--- src/hw/rtl/multilevel_priority_task_scheduler_defines.svh ---
// Assertion macros shared by the scheduler RTL.
// Depends on clk_i and rst_ni being visible where the macros are used.
`ifndef MULTILEVEL_PRIORITY_TASK_SCHEDULER_DEFINES_SVH
`define MULTILEVEL_PRIORITY_TASK_SCHEDULER_DEFINES_SVH

// Check a property on every clock edge outside reset.
`define MLPS_ASSERT(lbl, prop, msg) \
  lbl: assert property (@(posedge clk_i) disable iff (!rst_ni) prop) else $error(msg);

// Check a property on every clock edge, reset included.
`define MLPS_ASSERT_ALWAYS(lbl, prop, msg) \
  lbl: assert property (@(posedge clk_i) prop) else $error(msg);

`endif

--- src/hw/rtl/mlps_pkg.sv ---
// Shared types and constants for the multilevel priority task scheduler.
// No dependencies.
package mlps_pkg;

  localparam int MAX_TASKS_DEF       = 64;
  localparam int PRIORITY_LEVELS_DEF = 10;
  localparam int LIST_W              = 5;
  localparam int PROTECTED_ID        = 1;

  localparam logic [2:0] CMD_ADD     = 3'd0;
  localparam logic [2:0] CMD_TICK    = 3'd1;
  localparam logic [2:0] CMD_BLOCK   = 3'd2;
  localparam logic [2:0] CMD_UNBLOCK = 3'd3;
  localparam logic [2:0] CMD_KILL    = 3'd4;
  localparam logic [2:0] CMD_SETPRIO = 3'd5;

  localparam logic [1:0] RS_OK        = 2'd0;
  localparam logic [1:0] RS_NOT_FOUND = 2'd1;
  localparam logic [1:0] RS_BAD_PRIO  = 2'd2;
  localparam logic [1:0] RS_PROTECTED = 2'd3;

  localparam logic CFG_MODE_IDX = 1'b0;

  typedef enum logic [1:0] {
    TS_FREE    = 2'd0,
    TS_READY   = 2'd1,
    TS_BLOCKED = 2'd2,
    TS_RUNNING = 2'd3
  } task_st_e;

  typedef struct packed {
    task_st_e          st;
    logic [3:0]        qn;
    logic [3:0]        pri;
    logic [LIST_W-1:0] lst;
  } ent_t;

  typedef enum logic [3:0] {
    ST_IDLE,
    ST_LOAD,
    ST_EXEC,
    ST_UNL,
    ST_POP,
    ST_WALK,
    ST_FIX,
    ST_POST,
    ST_RESCH,
    ST_CURRD,
    ST_DISP,
    ST_DISP2,
    ST_DONE
  } fsm_e;

endpackage

--- src/hw/rtl/mlps_ram.sv ---
// Generic single write port, single read port RAM with registered read.
// No dependencies.
module mlps_ram #(
  parameter int W = 8,
  parameter int D = 64
) (
  input  logic                 clk_i,
  input  logic                 we_i,
  input  logic [$clog2(D)-1:0] waddr_i,
  input  logic [W-1:0]         wdata_i,
  input  logic [$clog2(D)-1:0] raddr_i,
  output logic [W-1:0]         rdata_o
);
  logic [W-1:0] mem_q [D];
  logic [W-1:0] rdata_q;

  // Write, then read through an output register
  always_ff @(posedge clk_i) begin
    if (we_i) begin
      mem_q[waddr_i] <= wdata_i;
    end
    rdata_q <= mem_q[raddr_i];
  end

  assign rdata_o = rdata_q;
endmodule

--- src/hw/rtl/multilevel_priority_task_scheduler.sv ---
// Top level of the multilevel priority task scheduler: command sequencer,
// list heads and tails, task table and link memories. Uses mlps_pkg, mlps_ram and the defines header.
//
//  channel  | ports                                         | transfer when
//  ---------+-----------------------------------------------+----------------------
//  command  | start, command_i, task_id_i, priority_req_i   | start && !busy
//  result   | done_o, running_task_o, running_valid_o, ...  | done_o (one cycle)
//  config   | psel, penable, pwrite, paddr, pwdata, prdata  | psel&&penable&&pwrite
//
// Unlinking a task that is not at the head of its list walks the list, each walk
// step one read of the link memory. Reset clears the list flags, the running task
// and the per-entry valid bits at once; no clearing pass. The result strobe lasts
// one cycle and cannot be stalled; busy stays high until the cycle after the strobe.
module multilevel_priority_task_scheduler #(
  parameter int MAX_TASKS       = mlps_pkg::MAX_TASKS_DEF,
  parameter int PRIORITY_LEVELS = mlps_pkg::PRIORITY_LEVELS_DEF
) (
  input  logic        clk_i,
  input  logic        rst_ni,
  input  logic        start,
  output logic        busy,
  input  logic [2:0]  command_i,
  input  logic [5:0]  task_id_i,
  input  logic [3:0]  priority_req_i,
  output logic        done_o,
  output logic [5:0]  running_task_o,
  output logic        running_valid_o,
  output logic [1:0]  status_o,
  output logic        switched_o,
  input  logic        psel,
  input  logic        penable,
  input  logic        pwrite,
  input  logic [2:0]  paddr,
  input  logic [31:0] pwdata,
  output logic [31:0] prdata,
  output logic        pready
);
  import mlps_pkg::*;

  localparam int TW    = $clog2(MAX_TASKS);
  localparam int NL    = PRIORITY_LEVELS + 2;
  localparam int LIW   = $clog2(NL);
  localparam int PLAIN = PRIORITY_LEVELS;
  localparam int BLK   = PRIORITY_LEVELS + 1;
  localparam int EW    = $bits(ent_t);

  fsm_e            state_q, state_d;
  logic [2:0]      cmd_q, cmd_d;
  logic [5:0]      tid_q, tid_d;
  logic [3:0]      pr_q, pr_d;
  logic [1:0]      res_q, res_d;
  logic [TW-1:0]   cur_q, cur_d;
  logic            curv_q, curv_d;
  logic [TW-1:0]   wast_q, wast_d;
  logic            wasv_q, wasv_d;
  logic            mode_q;
  ent_t            ent_q, ent_d;
  logic [TW-1:0]   wprev_q, wprev_d;
  logic [LIW-1:0]  wl_q, wl_d;
  logic [LIW-1:0]  pk_q, pk_d;
  logic [TW-1:0]   head_q [NL];
  logic [TW-1:0]   head_d [NL];
  logic [TW-1:0]   tail_q [NL];
  logic [TW-1:0]   tail_d [NL];
  logic [NL-1:0]   lv_q, lv_d;
  logic [MAX_TASKS-1:0] tvalid_q;
  logic            trv_q;

  // Memory ports
  logic            twe;
  logic [TW-1:0]   twa, tra;
  ent_t            twd;
  logic [EW-1:0]   trd_raw;
  ent_t            ent_rd;
  logic            lwe;
  logic [TW-1:0]   lwa, lwd, lra, lrd;

  logic            cfg_wr;
  logic [TW-1:0]   tix;

  mlps_ram #(.W(EW), .D(MAX_TASKS)) u_task_ram (
    .clk_i   (clk_i),
    .we_i    (twe),
    .waddr_i (twa),
    .wdata_i (twd),
    .raddr_i (tra),
    .rdata_o (trd_raw)
  );

  mlps_ram #(.W(TW), .D(MAX_TASKS)) u_link_ram (
    .clk_i   (clk_i),
    .we_i    (lwe),
    .waddr_i (lwa),
    .wdata_i (lwd),
    .raddr_i (lra),
    .rdata_o (lrd)
  );

  // Entries never written read as free with zero quantum
  assign ent_rd = trv_q ? ent_t'(trd_raw) : '0;
  assign tix    = TW'(tid_q);

  // Ready list for a task of a given priority
  function automatic logic [LIW-1:0] lst_for(input logic m, input logic [3:0] p);
    logic [LIW-1:0] r;
    r = LIW'(PLAIN);
    if (m && p != 4'd0 && 32'(p) <= PRIORITY_LEVELS) begin
      r = LIW'(p - 4'd1);
    end
    return r;
  endfunction

  // Configuration port
  assign cfg_wr = psel && penable && pwrite && pready;
  assign pready = 1'b1;
  assign prdata = (paddr[2] == CFG_MODE_IDX) ? {31'd0, mode_q} : 32'd0;

  always_ff @(posedge clk_i or negedge rst_ni) begin
    if (!rst_ni) begin
      mode_q <= 1'b1;
    end else if (cfg_wr && paddr[2] == CFG_MODE_IDX) begin
      mode_q <= pwdata[0];
    end
  end

  // Sequencer: next state, list updates and memory accesses
  always_comb begin
    logic            psh_en;
    logic [LIW-1:0]  psh_l;
    logic [TW-1:0]   psh_id;
    ent_t            psh_ent;
    ent_t            e;
    logic [LIW-1:0]  li;
    logic [LIW-1:0]  pk;
    logic            found;
    logic [TW-1:0]   h;
    logic [3:0]      nq;
    logic            prio_ok;

    state_d = state_q;
    cmd_d   = cmd_q;
    tid_d   = tid_q;
    pr_d    = pr_q;
    res_d   = res_q;
    cur_d   = cur_q;
    curv_d  = curv_q;
    wast_d  = wast_q;
    wasv_d  = wasv_q;
    ent_d   = ent_q;
    wprev_d = wprev_q;
    wl_d    = wl_q;
    pk_d    = pk_q;
    head_d  = head_q;
    tail_d  = tail_q;
    lv_d    = lv_q;
    twe     = 1'b0;
    twa     = tix;
    twd     = ent_q;
    tra     = tix;
    lwe     = 1'b0;
    lwa     = wprev_q;
    lwd     = lrd;
    lra     = lrd;
    psh_en  = 1'b0;
    psh_l   = LIW'(BLK);
    psh_id  = tix;
    psh_ent = ent_q;
    e       = ent_rd;
    li      = LIW'(ent_q.lst);
    pk      = '0;
    found   = 1'b0;
    h       = head_q[pk_q];
    nq      = 4'd0;
    prio_ok = pr_q != 4'd0 && 32'(pr_q) <= PRIORITY_LEVELS;

    case (state_q)
      ST_IDLE: begin
        tra = TW'(task_id_i);
        if (start) begin
          cmd_d   = command_i;
          tid_d   = task_id_i;
          pr_d    = priority_req_i;
          res_d   = RS_OK;
          wasv_d  = curv_q;
          wast_d  = cur_q;
          state_d = ST_LOAD;
        end
      end

      ST_LOAD: begin
        ent_d   = ent_rd;
        state_d = ST_EXEC;
      end

      // Decode the command against the target task's entry
      ST_EXEC: begin
        state_d = ST_DISP;
        if (cmd_q > CMD_SETPRIO) begin
          state_d = ST_DISP;
        end else if (32'(tid_q) >= MAX_TASKS) begin
          res_d = RS_NOT_FOUND;
        end else begin
          case (cmd_q)
            CMD_ADD: begin
              if (!prio_ok) begin
                res_d = RS_BAD_PRIO;
              end else if (ent_q.st == TS_FREE) begin
                psh_en  = 1'b1;
                psh_l   = lst_for(mode_q, pr_q);
                psh_ent = '{st: TS_READY, qn: 4'd0, pri: pr_q, lst: '0};
              end
            end
            CMD_TICK: begin
              if (curv_q) state_d = ST_RESCH;
            end
            CMD_BLOCK: begin
              if (curv_q && cur_q == tix) begin
                curv_d     = 1'b0;
                psh_en     = 1'b1;
                psh_ent.st = TS_BLOCKED;
              end else if (ent_q.st == TS_FREE) begin
                res_d = RS_NOT_FOUND;
              end else if (tid_q == 6'(PROTECTED_ID)) begin
                res_d = RS_PROTECTED;
              end else begin
                state_d = ST_UNL;
              end
            end
            CMD_UNBLOCK: begin
              if (ent_q.st != TS_BLOCKED) res_d = RS_NOT_FOUND;
              else state_d = ST_UNL;
            end
            CMD_KILL: begin
              if (tid_q == 6'(PROTECTED_ID)) begin
                res_d = RS_PROTECTED;
              end else if (ent_q.st == TS_FREE) begin
                res_d = RS_NOT_FOUND;
              end else if (curv_q && cur_q == tix) begin
                curv_d = 1'b0;
                twe    = 1'b1;
                twd    = ent_q;
                twd.st = TS_FREE;
              end else begin
                state_d = ST_UNL;
              end
            end
            CMD_SETPRIO: begin
              if (!prio_ok) begin
                res_d = RS_BAD_PRIO;
              end else if (ent_q.st == TS_FREE) begin
                res_d = RS_NOT_FOUND;
              end else if (mode_q) begin
                ent_d.pri = pr_q;
                if (ent_q.st == TS_RUNNING) begin
                  twe     = 1'b1;
                  twd     = ent_q;
                  twd.pri = pr_q;
                end else begin
                  state_d = ST_UNL;
                end
              end
            end
            default: state_d = ST_DISP;
          endcase
        end
      end

      // Unlink the target task: check the head of its list
      ST_UNL: begin
        state_d = ST_POST;
        if (32'(ent_q.lst) < NL) begin
          if (lv_q[li]) begin
            wl_d = li;
            if (head_q[li] == tix) begin
              if (head_q[li] == tail_q[li]) begin
                lv_d[li] = 1'b0;
              end else begin
                lra     = tix;
                state_d = ST_POP;
              end
            end else if (head_q[li] != tail_q[li]) begin
              wprev_d = head_q[li];
              lra     = head_q[li];
              state_d = ST_WALK;
            end
          end
        end
      end

      // Advance the head past the removed task
      ST_POP: begin
        head_d[wl_q] = lrd;
        state_d      = ST_POST;
      end

      // Walk the list one link per cycle
      ST_WALK: begin
        if (lrd == tix) begin
          lra     = tix;
          state_d = ST_FIX;
        end else if (lrd == tail_q[wl_q]) begin
          state_d = ST_POST;
        end else begin
          wprev_d = lrd;
          lra     = lrd;
        end
      end

      // Bypass the removed task
      ST_FIX: begin
        lwe = 1'b1;
        lwa = wprev_q;
        lwd = lrd;
        if (tail_q[wl_q] == tix) tail_d[wl_q] = wprev_q;
        state_d = ST_POST;
      end

      // Requeue the target after it left its list, or free it on a kill
      ST_POST: begin
        state_d = ST_DISP;
        case (cmd_q)
          CMD_BLOCK: begin
            psh_en     = 1'b1;
            psh_ent.st = TS_BLOCKED;
          end
          CMD_UNBLOCK: begin
            psh_en     = 1'b1;
            psh_l      = lst_for(mode_q, ent_q.pri);
            psh_ent.st = TS_READY;
            psh_ent.qn = 4'd0;
            state_d    = ST_RESCH;
          end
          CMD_KILL: begin
            twe    = 1'b1;
            twd    = ent_q;
            twd.st = TS_FREE;
          end
          CMD_SETPRIO: begin
            psh_en = 1'b1;
            if (ent_q.st == TS_READY) begin
              psh_l      = lst_for(mode_q, ent_q.pri);
              psh_ent.qn = 4'd0;
            end
          end
          default: state_d = ST_DISP;
        endcase
      end

      ST_RESCH: begin
        tra     = cur_q;
        state_d = curv_q ? ST_CURRD : ST_DISP;
      end

      // Requeue the running task, aging it on a tick
      ST_CURRD: begin
        if (cmd_q == CMD_TICK) begin
          nq = (e.qn == 4'hF) ? 4'hF : e.qn + 4'd1;
          if (mode_q && nq >= e.pri && e.pri > 4'd1) e.pri = e.pri - 4'd1;
        end
        psh_en  = 1'b1;
        psh_id  = cur_q;
        psh_l   = lst_for(mode_q, e.pri);
        psh_ent = '{st: TS_READY, qn: 4'd0, pri: e.pri, lst: '0};
        curv_d  = 1'b0;
        state_d = ST_DISP;
      end

      // Pick the preferred non-empty ready list
      ST_DISP: begin
        state_d = ST_DONE;
        if (!curv_q) begin
          if (!mode_q && lv_q[PLAIN]) begin
            pk    = LIW'(PLAIN);
            found = 1'b1;
          end else begin
            for (int l = 0; l < PRIORITY_LEVELS; l++) begin
              if (lv_q[l]) begin
                pk    = LIW'(l);
                found = 1'b1;
              end
            end
            if (!found && lv_q[PLAIN]) begin
              pk    = LIW'(PLAIN);
              found = 1'b1;
            end
          end
          if (found) begin
            pk_d    = pk;
            tra     = head_q[pk];
            lra     = head_q[pk];
            state_d = ST_DISP2;
          end
        end
      end

      // Pop the head and mark it running
      ST_DISP2: begin
        if (head_q[pk_q] == tail_q[pk_q]) lv_d[pk_q] = 1'b0;
        else head_d[pk_q] = lrd;
        twe     = 1'b1;
        twa     = h;
        twd     = ent_rd;
        twd.st  = TS_RUNNING;
        cur_d   = h;
        curv_d  = 1'b1;
        state_d = ST_DONE;
      end

      ST_DONE: state_d = ST_IDLE;

      default: state_d = ST_IDLE;
    endcase

    // Append a task to the tail of a list
    if (psh_en) begin
      if (lv_q[psh_l]) begin
        lwe = 1'b1;
        lwa = tail_q[psh_l];
        lwd = psh_id;
      end else begin
        head_d[psh_l] = psh_id;
        lv_d[psh_l]   = 1'b1;
      end
      tail_d[psh_l] = psh_id;
      twe           = 1'b1;
      twa           = psh_id;
      twd           = psh_ent;
      twd.lst       = LIST_W'(psh_l);
    end
  end

  // Control state
  always_ff @(posedge clk_i or negedge rst_ni) begin
    if (!rst_ni) begin
      state_q  <= ST_IDLE;
      curv_q   <= 1'b0;
      lv_q     <= '0;
      tvalid_q <= '0;
    end else begin
      state_q <= state_d;
      curv_q  <= curv_d;
      lv_q    <= lv_d;
      if (twe) tvalid_q[twa] <= 1'b1;
    end
  end

  // Payload registers
  always_ff @(posedge clk_i) begin
    cmd_q   <= cmd_d;
    tid_q   <= tid_d;
    pr_q    <= pr_d;
    res_q   <= res_d;
    cur_q   <= cur_d;
    wast_q  <= wast_d;
    wasv_q  <= wasv_d;
    ent_q   <= ent_d;
    wprev_q <= wprev_d;
    wl_q    <= wl_d;
    pk_q    <= pk_d;
    head_q  <= head_d;
    tail_q  <= tail_d;
    trv_q   <= tvalid_q[tra];
  end

  // Result
  assign busy            = state_q != ST_IDLE;
  assign done_o          = state_q == ST_DONE;
  assign running_task_o  = curv_q ? 6'(cur_q) : 6'd0;
  assign running_valid_o = curv_q;
  assign status_o        = res_q;
  assign switched_o      = (wasv_q != curv_q) || (curv_q && wast_q != cur_q);

`include "multilevel_priority_task_scheduler_defines.svh"

  `MLPS_ASSERT(a_done_one_cycle, done_o |=> !done_o, "result strobe longer than one cycle")
  `MLPS_ASSERT(a_accept_busy, (start && !busy) |=> busy, "accepted command did not raise busy")
  `MLPS_ASSERT(a_idle_dispatched, (done_o && !curv_q) |-> (lv_q[PLAIN:0] == '0), "ready task left undispatched")
  `MLPS_ASSERT_ALWAYS(a_pready, pready, "pready dropped")
endmodule
--- config.mk ---
export PLATFORM = sky130hd
export DESIGN_NAME = multilevel_priority_task_scheduler
export DESIGN_NICKNAME = d
export VERILOG_FILES = /design/src/hw/rtl/mlps_pkg.sv /design/src/hw/rtl/mlps_ram.sv /design/src/hw/rtl/multilevel_priority_task_scheduler.sv
export VERILOG_INCLUDE_DIRS = /design/src /design/src/hw/rtl
export SDC_FILE = /design/constraint.sdc
export NUM_CORES = 2
export LEC_CHECK = 0
export ABC_AREA = 1
export BUFFER_PORTS_ARGS = -buffer_cell sky130_fd_sc_hd__clkbuf_2
export CAP_MARGIN = 20
export CORE_MARGIN = 5
export CORE_UTILIZATION = 57
export DETAILED_ROUTE_END_ITERATION = 8
export PLACE_DENSITY = 0.72
export SETUP_SLACK_MARGIN = 0.02
export SLEW_MARGIN = 20
export SYNTH_ARGS = -nofsm -noshare
export SYNTH_HDL_FRONTEND = slang
export SYNTH_SLANG_ARGS = --single-unit
--- constraint.sdc ---
create_clock -name clk_i -period 7.8 [get_ports clk_i]
set_clock_uncertainty 0.15 [all_clocks]
set_input_delay 1.56 -clock clk_i [delete_from_list [all_inputs] [get_ports clk_i]]
set_output_delay 1.56 -clock clk_i [all_outputs]
set_load 0.1 [all_outputs]
# Yosys cells after proc, flatten, opt, wreduce, memory -nomap -nowiden
# Memory sizes are Yosys's and may differ from the RTL's. A register that Yosys moved wholly into a read port is not among the register bits.
# Cells that the tools add are included.
# word_totals
reg_bits	284
ram_bits	1344
n_memories	2
# op_classes
addsub	5
n_lt_le_gt_ge	24
n_eq_ne	53
mux	233
bitwise	13
reduce_logical	47
# memory_table
memory	words	width	read_ports	rd_clocked_by_memory_dff	write_ports	line_no	text
u_task_ram.mem_q	64	15	1	1	1	mlps_ram.sv:14	logic [W-1:0] mem_q [D];
u_link_ram.mem_q	64	6	1	1	1	mlps_ram.sv:14	
# ops
op	count
$mux W72	6
$bwmux W72	5
$mux W6	41
$mux W4	48
$bmux W6 S4	7
$pmux W72 S2	1
$mux W15	9
$mux W12	7
$demux W6 S4	3
$or A64 B64 Y64	1
$pmux W6 S3	3
$mux W1	51
$pmux W15 S3	1
$pmux W4 S11	1
$eq A6 B6 Y1	7
$mux W9	4
$mux W2	16
$pmux W15 S2	1
$mux W13	2
$ge A5 B5 Y1 const B	5
$not A4 Y5	5
$and A12 B12 Y12	2
$eq A4 B4 Y1 const B	6
$ne A2 B2 Y1 const B	12
other kinds (63)	131

# Depth between registers and ports, before layout
# logic_depth
ltp_word	28
depth_mapped	37
ltp_nobuf	35

# Modules after synthesis
# A second synthesis with hierarchy kept.
# hier_totals
cells_unflattened	8086
area_unflattened_um2	76809.9
# by_module_without_submodules
module	n_inst	cells_each	area_per_inst_um2
mlps_ram (u_task_ram)	1	3322	39337.7
multilevel_priority_task_scheduler	1	3371	21529.4
mlps_ram (u_link_ram)	1	1393	15942.8

# Least setup slack after synthesis
# Ideal clock, no wire load.
# synth_timing
path_type	flip-flop to flip-flop
startpoint	register trv_q
endpoint	memory u_link_ram.mem_q[0][0] in the netlist's numbering (data pin)
arrival_ns	6.256
t_required_ns	6.948
slack_ns	0.692
path_stages_with_launch	33
synth_period_minus_slack_ns	7.108
cell_sequence	dfxtp_1 -> clkbuf_1 -> nand2_1 -> nor2_1 -> nand2_1 -> o22ai_1 -> ha_1 -> inv_1 -> o21bai_1 -> nand3_1 -> nand3_1 -> nand2_2 -> nand2_1 -> nand2_1 -> inv_1 -> ha_1 -> inv_1 -> nand3_1 -> nand2_1 -> nand2_1 -> nand3_2 -> nand2_4 -> nand2_4 -> inv_2 -> nor2_4 -> nand2_1 -> nor2_1 -> nand2_2 -> nand3_4 -> nand2_2 -> buf_6 -> clkbuf_1 -> o21ai_0
# synth_via
elab_chain_cells	18
# synth_lines
item	line_no	text
start: declaration	multilevel_priority_task_scheduler.sv:67	logic trv_q;
start signal: assignment	multilevel_priority_task_scheduler.sv:462	trv_q <= tvalid_q[tra];
$mux W13 *	multilevel_priority_task_scheduler.sv:100	assign ent_rd = trv_q ? ent_t'(trd_raw) : '0;
$add A4 B1 Y4 / $eq A4 B4 Y1 (equally long branches)	multilevel_priority_task_scheduler.sv:357	nq = (e.qn == 4'hF) ? 4'hF : e.qn + 4'd1;
$mux W4	multilevel_priority_task_scheduler.sv:357	
$ge A4 B4 Y1	multilevel_priority_task_scheduler.sv:358	if (mode_q && nq >= e.pri && e.pri > 4'd1) e.pri = e.pri - 4'd1;
$logic_and A1 B1 Y1 (2 in a row)	multilevel_priority_task_scheduler.sv:358	
$mux W4	multilevel_priority_task_scheduler.sv:358	
$mux W4 *	multilevel_priority_task_scheduler.sv:356	if (cmd_q == CMD_TICK) begin
$mux W4 *	multilevel_priority_task_scheduler.sv:176	case (state_q)
parallel branches: the longest is 3 deep, another holds $le A4 B4 Y1	n/a	
$mux W4 *	multilevel_priority_task_scheduler.sv:107	if (m && p != 4'd0 && 32'(p) <= PRIORITY_LEVELS) begin
$pmux W4 S3 *	multilevel_priority_task_scheduler.sv:176	
$bmux W1 S4 *	multilevel_priority_task_scheduler.sv:416	if (lv_q[psh_l]) begin
$mux W1 (implied by the code) *	multilevel_priority_task_scheduler.sv:416	
$mux W6 *	multilevel_priority_task_scheduler.sv:416	
$mux W6 *	multilevel_priority_task_scheduler.sv:415	if (psh_en) begin
net lwd[0]	multilevel_priority_task_scheduler.sv:76	logic [TW-1:0] lwa, lwd, lra, lrd;
end: declaration	mlps_ram.sv:14	
# Mark *: on every way through the listed nets, which the timed path passes. The select of a mux whose other input is x is not followed.

# Worst setup path in the final report
# layout_timing
startpoint	register trv_q
endpoint	memory u_link_ram.mem_q[12][2] in the netlist's numbering, enable pin
# layout_via
elab_chain_cells	20
# layout_lines
item	line_no
$mux W13 *	multilevel_priority_task_scheduler.sv:100
$add A4 B1 Y4 / $eq A4 B4 Y1 (equally long branches)	multilevel_priority_task_scheduler.sv:357
$mux W4	multilevel_priority_task_scheduler.sv:357
$ge A4 B4 Y1	multilevel_priority_task_scheduler.sv:358
$logic_and A1 B1 Y1 (2 in a row)	multilevel_priority_task_scheduler.sv:358
$mux W4	multilevel_priority_task_scheduler.sv:358
$mux W4 *	multilevel_priority_task_scheduler.sv:356
$mux W4 *	multilevel_priority_task_scheduler.sv:176
parallel branches: the longest is 3 deep, another holds $le A4 B4 Y1	n/a
$mux W4 *	multilevel_priority_task_scheduler.sv:107
$pmux W4 S3 *	multilevel_priority_task_scheduler.sv:176
$bmux W1 S4 / $not A4 Y5 (equally long branches)	multilevel_priority_task_scheduler.sv:416, multilevel_priority_task_scheduler.sv:418
$mux W1 (implied by the code) / $bmux W6 S4 (equally long branches)	multilevel_priority_task_scheduler.sv:416, multilevel_priority_task_scheduler.sv:418
$mux W1 / $mux W6 (equally long branches)	multilevel_priority_task_scheduler.sv:416, multilevel_priority_task_scheduler.sv:418
$mux W1 / $mux W6 (equally long branches)	multilevel_priority_task_scheduler.sv:415, multilevel_priority_task_scheduler.sv:418
$mux W1 / $mux W6 (equally long branches)	mlps_ram.sv:19, multilevel_priority_task_scheduler.sv:416
$mux W1 (implied by the code) / $mux W6 (equally long branches)	mlps_ram.sv:20, multilevel_priority_task_scheduler.sv:415
# Mark *: on every way between the ends. The select of a mux whose other input is x is not followed.

==> flow_metrics.env <==
export IMPL_run_status="finished clean"
export IMPL_cts_sinks=1649
export IMPL_grt_ovfl_total=0
export IMPL_r2r_setup_slack_ns=1.02
export IMPL_timing_fmax_ghz=0.147
export IMPL_drtIter0Drc=8120
export IMPL_cts_made_buffers=170
export IMPL_cts_setup_buffers=0
export IMPL_worstSetupPathType="reg -> reg"
export IMPL_die_area_um2=146000
export IMPL_reg2reg_depth=30
export IMPL_tightest_slew_ns=1.27
export IMPL_dp_hpwl_mm=150
export IMPL_cts_tree="yes"
export IMPL_maxSlewViolCount=0
export IMPL_grt_usage_pct=32.4
export IMPL_drc_errors=0
export IMPL_core_um2=137000
export IMPL_die_h_um=382
export IMPL_cts_buffer_depth=3
export IMPL_postRouteWirelength_mm=242
export IMPL_post_layout_nonfiller_instances=10180
export IMPL_grt_max_degree=190
export IMPL_grt_pass1_vias=56617
export IMPL_path_common_cell="nand2_1"
export IMPL_die_w_um=382
export IMPL_async_reset_ff_share_pct=4.97
export IMPL_start_util_pct=57.4
export IMPL_ys_types=63
export IMPL_p_leak_nw=34.6
export IMPL_crit_reg2reg_launch="trv_q"
export IMPL_min_delay_worst_endpoint="tvalid_q[9]"
export IMPL_rsz0062_at_grt="no"
export IMPL_drive_above_1_share_pct=7.47
export IMPL_synth_main_ff_cell="edfxtp_1"
export IMPL_yosysWarningCount=0
export IMPL_cts_hold_fix_buffers=0
export IMPL_yosysSeqAreaShare_pct=60.2
export IMPL_gp_congestion=1.03
export IMPL_syn_area_um2=78900
export IMPL_worstPathArrival_ns=7.08
export IMPL_cp_slowest_cell="dfxtp_1"
export IMPL_antenna_found_initial=6
export IMPL_io_pins=99
export IMPL_syn_inst=8345
export IMPL_detail_route_first_pass_iterations=7
export IMPL_setup_tns_final_ns=0
export IMPL_hold_viol_final=0
export IMPL_area_growth_pct=9.86
export IMPL_min_from="tvalid_q[9]"
export IMPL_place_inst=9861
export IMPL_portBuffers=33
export IMPL_max_stage_delay_ns=0.65
export IMPL_avgViaCountPerCell=6.03
export IMPL_drt_wirelength_per_cell_um=23.8
export IMPL_min_period_ns=6.78
export IMPL_total_power_mw=39.7
export IMPL_syn_area_per_cell_um2=9.45
export IMPL_cts_root_buf="clkbuf_16"
export IMPL_period_share_pct=86.9
export IMPL_fin_nets=8308
export IMPL_n_fill_cell=10980
export IMPL_holdPathStages=2
export IMPL_num_vias=61395
export IMPL_hold_class="reg -> reg"
export IMPL_slew_headroom_pct=14.9
export IMPL_max_cap_violations=0
export IMPL_ctsResizeCount=0
export IMPL_crit_path_end_kind="register"
export IMPL_ys_ff_latch=1649
export IMPL_drtAntennaViolNets=0
export IMPL_synth_edf_count=1401
export IMPL_htreeDepth=4
export IMPL_worstPathRequired_ns=8.09
export IMPL_clk_pin_slew_worst_paths_ns=0.06
export IMPL_grt_pass1_wl_mm=357
export IMPL_setup_viol=0
export IMPL_fp_row_count=136
export IMPL_clk_latency_ns=0.83
export IMPL_peakVddDrop_mv=0.676
export IMPL_critPathMaxFanout=32
export IMPL_cp_start_kind="register"
export IMPL_r2r_end="u_link_ram.mem_q[12][2]"
export IMPL_p_per_area_nw_per_um2=458
[per-layer routing]
metal  vias to the layer above  global-route usage [%]  wire (µm)
li1                      28186                       -          -
met1                     29135                    46.3      97700
met2                      3451                    48.2     105000
met3                       617                    6.69      26800
met4                         6                    14.6      12100
met5                         -                       0         41
[cell usage after synthesis (9+ instances only)]
library cell / instances / area share [%]
ha_1: 14 / 0.22
nand2_2: 16 / 0.13
o2111ai_1: 11 / 0.12
nand4_1: 19 / 0.15
a31oi_1: 47 / 0.37
or2_2: 32 / 0.25
o211ai_1: 526 / 5.0
nand3_1: 1050 / 6.7
inv_1: 1241 / 5.9
buf_4: 43 / 0.41
o21ai_1: 12 / 0.076
clkbuf_1: 275 / 1.3
a41oi_1: 18 / 0.20
nor4_1: 10 / 0.079
inv_2: 17 / 0.081
nand2_1: 1800 / 8.6
nand3b_1: 11 / 0.10
dfrtp_1: 81 / 2.6
buf_1: 54 / 0.26
buf_2: 144 / 0.91
nor2_1: 429 / 2.0
edfxtp_1: 1401 / 53
o21ai_0: 475 / 3.0
nor2_2: 9 / 0.071
dfxtp_1: 166 / 4.2
xor2_1: 23 / 0.26
nand2_4: 10 / 0.14
nor3_1: 18 / 0.11
o22ai_1: 112 / 0.89
a22oi_1: 28 / 0.27
o221ai_1: 16 / 0.18
a21oi_1: 144 / 0.91
clkinv_1: 10 / 0.048
[worst max-delay path: cells and delay by family, from the launching register on]
| family | cells | cell delay [ns] |
|---|---|---|
| AO/OA/AOI/OAI | 1 | 0.07 |
| adder cells (fa/ha/maj) | 2 | 0.46 |
| buffers and inverters | 4 | 0.69 |
| flip-flops | 1 | 0.65 |
| AND/OR/NAND/NOR | 23 | 4.39 |
[placed cells by master, fill, tap and decap left out, types with 26 or more instances in the layout]
cell / count
clkbuf_1: 41
nand2_1: 1793
a21oi_1: 142
edfxtp_1: 1401
buf_4: 158
a22oi_1: 26
nor2_1: 424
o21ai_0: 462
clkinv_2: 29
o22ai_1: 112
dfxtp_1: 166
nand3_1: 1050
clkbuf_2: 32
dfrtp_1: 81
inv_1: 1232
conb_1: 32
or2_2: 32
clkbuf_16: 175
o211ai_1: 526
clkinv_1: 39
a31oi_1: 45
[state kept, by name, indices dropped and copies added, names as in the netlist, 2 cells and up]
name                cells
u_link_ram.mem_q      384
state_q                 4
u_task_ram.rdata_o     15
tid_q                   6
head_q                 72
ent_q                  15
cur_q                   6
lv_q                   12
wast_q                  6
pk_q                    4
cmd_q                   3
status_o                2
pr_q                    4
tail_q                 72
u_link_ram.rdata_o      6
wprev_q                 6
u_task_ram.mem_q      960
tvalid_q               64
wl_q                    4
[logic make-up after synthesis]
| logic type | share of synthesized area [%] |
|---|---|
| AND/OR/NAND/NOR | 18.8 |
| buffers and inverters | 9.02 |
| flip-flops | 60.2 |
| AO/OA/AOI/OAI | 11.4 |
| XOR/XNOR | 0.344 |
| adder cells (fa/ha/maj) | 0.222 |
| other | 0.00952 |
| multiplexers | 0.0254 |
[layout make-up]
| class | instances | area [µm²] | share of cell area (%) |
|---|---|---|---|
| clock inverters | 90 | 940 | 1.08 |
| repair buffers | 214 | 1810 | 2.09 |
| multi-input cells | 4934 | 24700 | 28.5 |
| clock buffers | 227 | 4680 | 5.41 |
| inverters | 1271 | 4790 | 5.53 |
| diodes | 1 | 2.50 | 0.00289 |
| well taps | 1794 | 2240 | 2.59 |
| flip-flops and latches | 1649 | 47400 | 54.8 |
[report_power, final]
| group | internal [mW] | switching, mW |
|---|---|---|
| registers | 11.7 | 0.547 |
| clock network | 4.65 | 3.50 |
| logic | 4.86 | 14.4 |
[how the worst max path moves through the flow]
stage	depth (start not counted)	start	endpoint
2_1_floorplan	32	trv_q	u_link_ram.mem_q[0][0]
3_3_place_gp	30	trv_q	u_link_ram.mem_q[31][0]
3_5_place_dp	31	trv_q	u_link_ram.mem_q[30][0]
4_1_cts	33	trv_q	u_link_ram.mem_q[12][4]
5_1_grt	31	trv_q	u_link_ram.mem_q[12][4]
6_report	30	trv_q	u_link_ram.mem_q[12][2]
[per-stage QoR]
step	utilization [%]	setup slack, ns	cell area, µm²	hold WS, ns
2_1_floorplan	-	0.692	79000	0.274
3_3_place_gp	58.9	1.25	81000	0.287
3_5_place_dp	58.9	1.15	81000	0.294
4_1_cts	63.0	1.15	86600	0.308
5_1_grt	63.0	0.557	86600	0.326
6_report	63.0	1.02	86600	0.310
Power figures use the tool's default switching activity.
